<file path="src/eabv_pkg.sv">
`default_nettype none

package eabv_pkg;

  // Fraction bits of the internal quarter-turn argument and of the series coefficients.
  localparam int unsigned QBits = 30;

  // Width of the argument t, which may reach a full 1.0 in Q30.
  localparam int unsigned TW = 31;

  // Width of the sine magnitude before rounding, held with 31 fraction bits.
  localparam int unsigned S31W = 32;

  // Number of coefficients in the odd Taylor series of sin(pi/2 * t).
  localparam int unsigned NumCoef = 7;

  // Register stages of the sine and cosine unit: argument, square,
  // one stage per Horner step, final product and rounding.
  localparam int unsigned ScLatency = NumCoef + 3;

  // Register stages of the rounding fixed-point multiplier.
  localparam int unsigned QmulLatency = 2;

  // Q30 series coefficients, highest order first.
  function automatic logic [TW-1:0] sin_coef(input logic [2:0] k);
    logic [TW-1:0] c;
    unique case (k)
      3'd0:    c = TW'(61);
      3'd1:    c = TW'(3864);
      3'd2:    c = TW'(172272);
      3'd3:    c = TW'(5026995);
      3'd4:    c = TW'(85569306);
      3'd5:    c = TW'(693598668);
      3'd6:    c = TW'(1686629713);
      default: c = '0;
    endcase
    return c;
  endfunction

endpackage

`default_nettype wire

</file>
<file path="src/eabv_qmul.sv">
`default_nettype none

module eabv_qmul #(
  parameter int unsigned FRAC_BITS = 14
) (
  input  logic                        clk_i,
  input  logic                        rst_ni,
  input  logic                        valid_i,
  input  logic signed [FRAC_BITS+1:0] a_i,
  input  logic signed [FRAC_BITS+1:0] b_i,
  output logic                        valid_o,
  output logic signed [FRAC_BITS+1:0] p_o
);
  import eabv_pkg::*;

  localparam int unsigned OutW  = FRAC_BITS + 2;
  localparam int unsigned MagW  = FRAC_BITS + 1;
  localparam int unsigned ProdW = 2 * MagW;
  localparam logic [ProdW-1:0] Half = ProdW'(1) << (FRAC_BITS - 1);

  logic [QmulLatency-1:0] vld_q;
  logic [ProdW-1:0]       prod_q;
  logic                   neg_q;
  logic [OutW-1:0]        res_q;

  logic [OutW-1:0]  na, nb;
  logic [MagW-1:0]  ma, mb;
  logic [ProdW-1:0] prod_d;
  logic [ProdW-1:0] sum;
  logic [MagW-1:0]  mag;
  logic [OutW-1:0]  res_d;

  // First stage multiplies the magnitudes; the second rounds half away from zero.
  always_comb begin
    na     = OutW'(0) - a_i;
    nb     = OutW'(0) - b_i;
    ma     = a_i[OutW-1] ? na[MagW-1:0] : a_i[MagW-1:0];
    mb     = b_i[OutW-1] ? nb[MagW-1:0] : b_i[MagW-1:0];
    prod_d = ma * mb;
    sum    = prod_q + Half;
    mag    = sum[FRAC_BITS +: MagW];
    res_d  = neg_q ? OutW'(0) - OutW'(mag) : OutW'(mag);
  end

  always_ff @(posedge clk_i or negedge rst_ni) begin
    if (!rst_ni) begin
      vld_q <= '0;
    end else begin
      vld_q <= {vld_q[QmulLatency-2:0], valid_i};
    end
  end

  always_ff @(posedge clk_i) begin
    prod_q <= prod_d;
    neg_q  <= a_i[OutW-1] ^ b_i[OutW-1];
    res_q  <= res_d;
  end

  assign valid_o = vld_q[QmulLatency-1];
  assign p_o     = $signed(res_q);

endmodule

`default_nettype wire

</file>
<file path="config.mk">
export PLATFORM = sky130hd
export DESIGN_NAME = eabv_qmul
export DESIGN_NICKNAME = d
export VERILOG_FILES = /design/src/eabv_pkg.sv /design/src/eabv_qmul.sv
export SDC_FILE = /design/constraint.sdc
export NUM_CORES = 1
export LEC_CHECK = 0
export BUFFER_PORTS_ARGS = -buffer_cell sky130_fd_sc_hd__buf_2
export CAP_MARGIN = 20
export CORE_UTILIZATION = 55
export CTS_CLUSTER_SIZE = 24
export DETAILED_ROUTE_END_ITERATION = 7
export GPL_TIMING_DRIVEN = 0
export PLACE_DENSITY = 0.76
export SYNTH_ARGS = -nofsm -noshare
export SYNTH_HDL_FRONTEND = slang
export SYNTH_SLANG_ARGS = --single-unit
</file>
<file path="constraint.sdc">
create_clock -name clk_i -period 1.9 [get_ports clk_i]
set_clock_uncertainty 0.05 [all_clocks]
set_input_delay 0.475 -clock clk_i [delete_from_list [all_inputs] [get_ports clk_i]]
set_output_delay 0.475 -clock clk_i [all_outputs]
set_load 0.01 [all_outputs]
</file>
# ---- Yosys cells after proc, flatten, opt, wreduce, memory -nomap -nowiden
# Cells that the tools add are included.
dict set report classes {
  addsub 4
  n_mul 1
  mux 3
  n_bitwise 1
}
# cell n
set op_table {}
lappend op_table {{15-bit 2-to-1 mux} 3}
lappend op_table {{1-bit by 15-bit subtractor with 15-bit output (first input constant)} 2}
lappend op_table {{29-bit by 14-bit adder with 29-bit output (second input constant)} 1}
lappend op_table {{15-bit by 15-bit multiplier with 29-bit output} 1}
lappend op_table {{1-bit by 15-bit subtractor with 16-bit output (first input constant)} 1}
lappend op_table {{1-bit bitwise XOR} 1}
dict set report word_totals {
  register_bits 48
  input_bits 35
  output_inout_bits 17
  wordCells 14
}

# ---- Depth between registers and ports, before layout
dict set report logic_depth {
  ltp_word 3
  ltp_mapped 28
  ltp_nobuf 26
}

# ---- Worst setup path before layout
# No wires, ideal clock.
dict set report synth_timing {
  path_kind {input port to flip-flop}
  startpoint {in b_i[0]}
  endpoint {reg prod_q[28]}
  setup_ns 0.121
  arrival_time_ns 6.810
  t_required_ns 1.729
  setup_slack_ns -5.081
  cell_stages 24
  n_path_buf 3
  cell_sequence {inv_1 -> clkbuf_1 -> ha_1 -> nand4b_1 -> o311ai_0 -> and3_1 -> clkbuf_1 -> nor2_1 -> fa_1 -> fa_1 -> fa_1 -> fa_1 -> fa_1 -> inv_1 -> fa_1 -> inv_1 -> ha_1 -> clkbuf_1 -> nand3_1 -> nor2_1 -> a221oi_1 -> o221ai_1 -> o22ai_1 -> xnor2_1}
}
dict set report synth_via {
  elab_chain_len 3
}
# item line_no
set synth_rtl {}
lappend synth_rtl {{from (decl)} eabv_qmul.sv:10} ;# input logic signed [FRAC_BITS+1:0] b_i,
lappend synth_rtl {{1-bit by 15-bit subtractor with 15-bit output} eabv_qmul.sv:36} ;# nb = OutW'(0) - b_i;
lappend synth_rtl {{15-bit 2-to-1 mux (*)} eabv_qmul.sv:38} ;# mb = b_i[OutW-1] ? nb[MagW-1:0] : b_i[MagW-1:0];
lappend synth_rtl {{15-bit by 15-bit multiplier with 29-bit output (*)} eabv_qmul.sv:39} ;# prod_d = ma * mb;
lappend synth_rtl {{net prod_d[28]} eabv_qmul.sv:28} ;# logic [ProdW-1:0] prod_d;
lappend synth_rtl {{to (signal assigned)} eabv_qmul.sv:54} ;# prod_q <= prod_d;
lappend synth_rtl {{to (decl)} eabv_qmul.sv:22} ;# logic [ProdW-1:0] prod_q;
# Mark *: on every way through the listed nets, which the timed path passes. The rest lies on a longest branch.
# A chain may end at the register's enable or synchronous reset.

# ---- Worst setup path in the final report
# Same ends and word-level chain as after synthesis.

==> qor.yml <==
job:
  max_cap_violations: 0
synth:
  syn_area_um2: 9330
  synth_edf_count: 0
  synth.largest_area_cell: "fa_1"
  yosys-top-cells-area: "fa_1 (35%), ha_1 (12%), inv_1 (8.2%)"
  ys_warn_count: 0
  post-synth-top-count-cell: "inv_1"
  synthTopCellsByCount: "inv_1 (204), fa_1 (165), nor2_1 (146), nand2_1 (132), ha_1 (91)"
  synth_top_flop_cell: "dfxtp_1"
  ys_seq_elements: 35
  syn_nets: 1388
  synth_cells: 1097
  synth.distinct_cells: 70
  async_flop_share_pct: 5.71
  syn_avg_cell_area_um2: 8.51
  synth_seq_area_share_pct: 7.61
  synth_top_area_share_pct: 35.4
floorplan:
  die-area_um2: 17500
  start_util_pct: 56.3
  core_um2: 16600
  die_h_um: 132
  die_w_um: 132
  boundaryPins: 52
  rows: 47
clocking:
  h-tree-depth: 2
  clk_pin_slew_ns: 0.05
  root_buffer: "clkbuf_16"
  cts.sinks: 35
  cts_tree: "yes"
  cts_inserted_buffers: 5
  cts.path.max_buffers: 2
  clkLatencyLatePin_ns: 0.28
grt:
  grt_pass1_vias: 8392
  grt_overflow_total: 0
  grtUsageTotal_pct: 29.9
  grt_pass1_wl_mm: 41.2
  antenna_found_initial: 1
  grt_max_degree: 11
timing:
  setup_viol: 23
  drv_slew: 0
  post-route-period-util_pct: 372
  hold_viol: 0
  tightestPinTransition_ns: 1.02
  rsz0062_at_grt: "yes"
  min_period_ns: 7.07
  max_freq_mhz: 142
  fin_ws_ns: -5.17
  relSlewSlack_pct: 31.2
  fin_tns_setup_ns: -80.92
critical_path:
  reg2reg_from: "prod_q[15]"
  critPathArrivalTime_ns: 7.22
  cp.required_ns: 2.05
  rr_worst_depth: 7
  reg2reg_to: "p_o[14]"
  cp_max_fo: 10
  end_kind: "flop"
  r2r_slack_ns: -0.16
  crit_path_start: "b_i[0]"
  cp-endpoint: "prod_q[28]"
  start_kind: "input pin"
  crit_type: "input pin to flop"
run_status:
  violations: "negative setup slack"
  status: "finished with violations"
detailed_routing:
  ant_nets: 0
  wl_per_cell_um: 19.2
  vias_per_cell: 5.86
  vias: 8522
  drc: 0
  finalWirelength_mm: 27.9
  dr.pass1.iters: 5
  drtIter0Drc: 725
layout:
  area_growth_pct: 28.4
  stdcell_area_um2: 12000
  drive_gt1_share_pct: 26.8
  fill_cells: 1123
  nets: 1523
  ff_latch_area_um2: 719
  final_util_pct: 72.3
  multi_input_area_um2: 8900
placement:
  numPortBuffers: 48
  dp_hpwl_mm: 19.5
  place_area_um2: 10100
  preCtsSetupSlack_ns: -5.83
  gp_congestion: 0.974
hold_path:
  hold_class: "input pin to flop"
## metrics by stage
step / std cells / hold WS (ns)
final: 1454 / 0.256
after global routing: 1453 / 0.257
after CTS: 1419 / 0.255
after detailed placement: 1365 / 0.211
after global placement: 1365 / 0.209
after floorplan: 1097 / 0.129
## layer usage
layer	global-route usage, %	vias up	wire (µm)
met5	0	-	0
met4	10.5	0	1700
met3	4.77	138	2640
met2	52.1	527	13300
met1	37.7	4150	10300
li1	-	3707	-
## how the worst min path moves through the flow
stage               cells after the start  slack, ns        to  startpoint
floorplan                               0       0.13  vld_q[0]      rst_ni
global placement                        1       0.21  vld_q[1]      rst_ni
detailed placement                      1       0.21  vld_q[1]      rst_ni
CTS                                     1       0.25  vld_q[0]     valid_i
global route                            1       0.26  vld_q[0]     valid_i
finish                                  1       0.26  vld_q[0]     valid_i
## flip-flops by register name (all words and copies together), names as in the netlist
name,flops
vld_q,2
neg_q,1
prod_q,16
p_o,16
## repair_timing
| action | CTS | global route |
|---|---|---|
| gates resized for setup | 111 | 127 |
| pin swaps | 71 | 53 |
| buffers inserted | 47 | 34 |
| endpoints found under the hold margin | 2 | 0 |
| hold buffers | 1 | 0 |
| endpoints found under the setup margin | 25 | 24 |
## cell families after synthesis
logic type	count (synthesis)	share of synthesized area [%]
and+or+nand+nor	366	17.3
buffers and inverters	231	9.38
DFF	35	7.61
adders and majority gates	256	47.6
muxes	4	0.469
xor gates and xnor gates	93	9.05
AOI/OAI and AO/OA	112	8.55
## critical path, cell delays in order
cell,delay (ns)
buf_2,0.15
inv_2,0.11
buf_6,0.16
ha_2,0.23
nand3b_1,0.11
o31ai_1,0.63
xnor2_2,0.26
buf_4,0.26
nand2_1,0.11
fa_1,0.53
fa_1,0.55
inv_1,0.06
fa_1,0.50
fa_1,0.52
fa_1,0.51
fa_1,0.56
ha_4,0.21
buf_6,0.13
a21oi_4,0.16
o21ai_4,0.11
a221oi_4,0.36
o221ai_4,0.20
o22ai_2,0.17
xnor2_1,0.13
## final cells by class
cell class	instances	share of cell area, %
Clock inverter	1	0.0418
Antenna cell	1	0.0209
Sequential cell	35	6.00
Clock buffer	7	1.11
Timing Repair Buffer	130	8.23
Multi-Input combinational cell	831	74.3
Buffer	24	1.48
Inverter	205	6.57
Tap cell	220	2.30
## cells in the final DEF, fill, tap and decap left out, types with 4 or more instances in the layout
cell type / instances
nand2_2: 9
nand2b_1: 15
o31ai_2: 4
buf_6: 22
buf_4: 66
a21oi_2: 6
xor2_1: 16
nor2_1: 136
nand4_1: 9
inv_2: 12
ha_4: 10
dfxtp_1: 30
xnor2_4: 5
a21oi_4: 5
nor2b_1: 6
xor2_4: 7
xor2_2: 15
xnor2_1: 39
o31ai_1: 5
o21ai_4: 4
o211ai_1: 4
buf_8: 4
inv_1: 190
nor2_2: 8
a21oi_1: 17
nand2_1: 119
and2_1: 6
o21ai_1: 7
clkbuf_16: 5
xnor2_2: 11
buf_2: 46
ha_2: 5
clkbuf_2: 9
nand3_1: 7
clkbuf_1: 4
a21o_1: 5
o21ai_0: 10
fa_1: 163
ha_1: 76
Power is left out: the tool's default activity adds up to more than one toggle a clock period on the data nets, which glitch-free logic cannot reach.
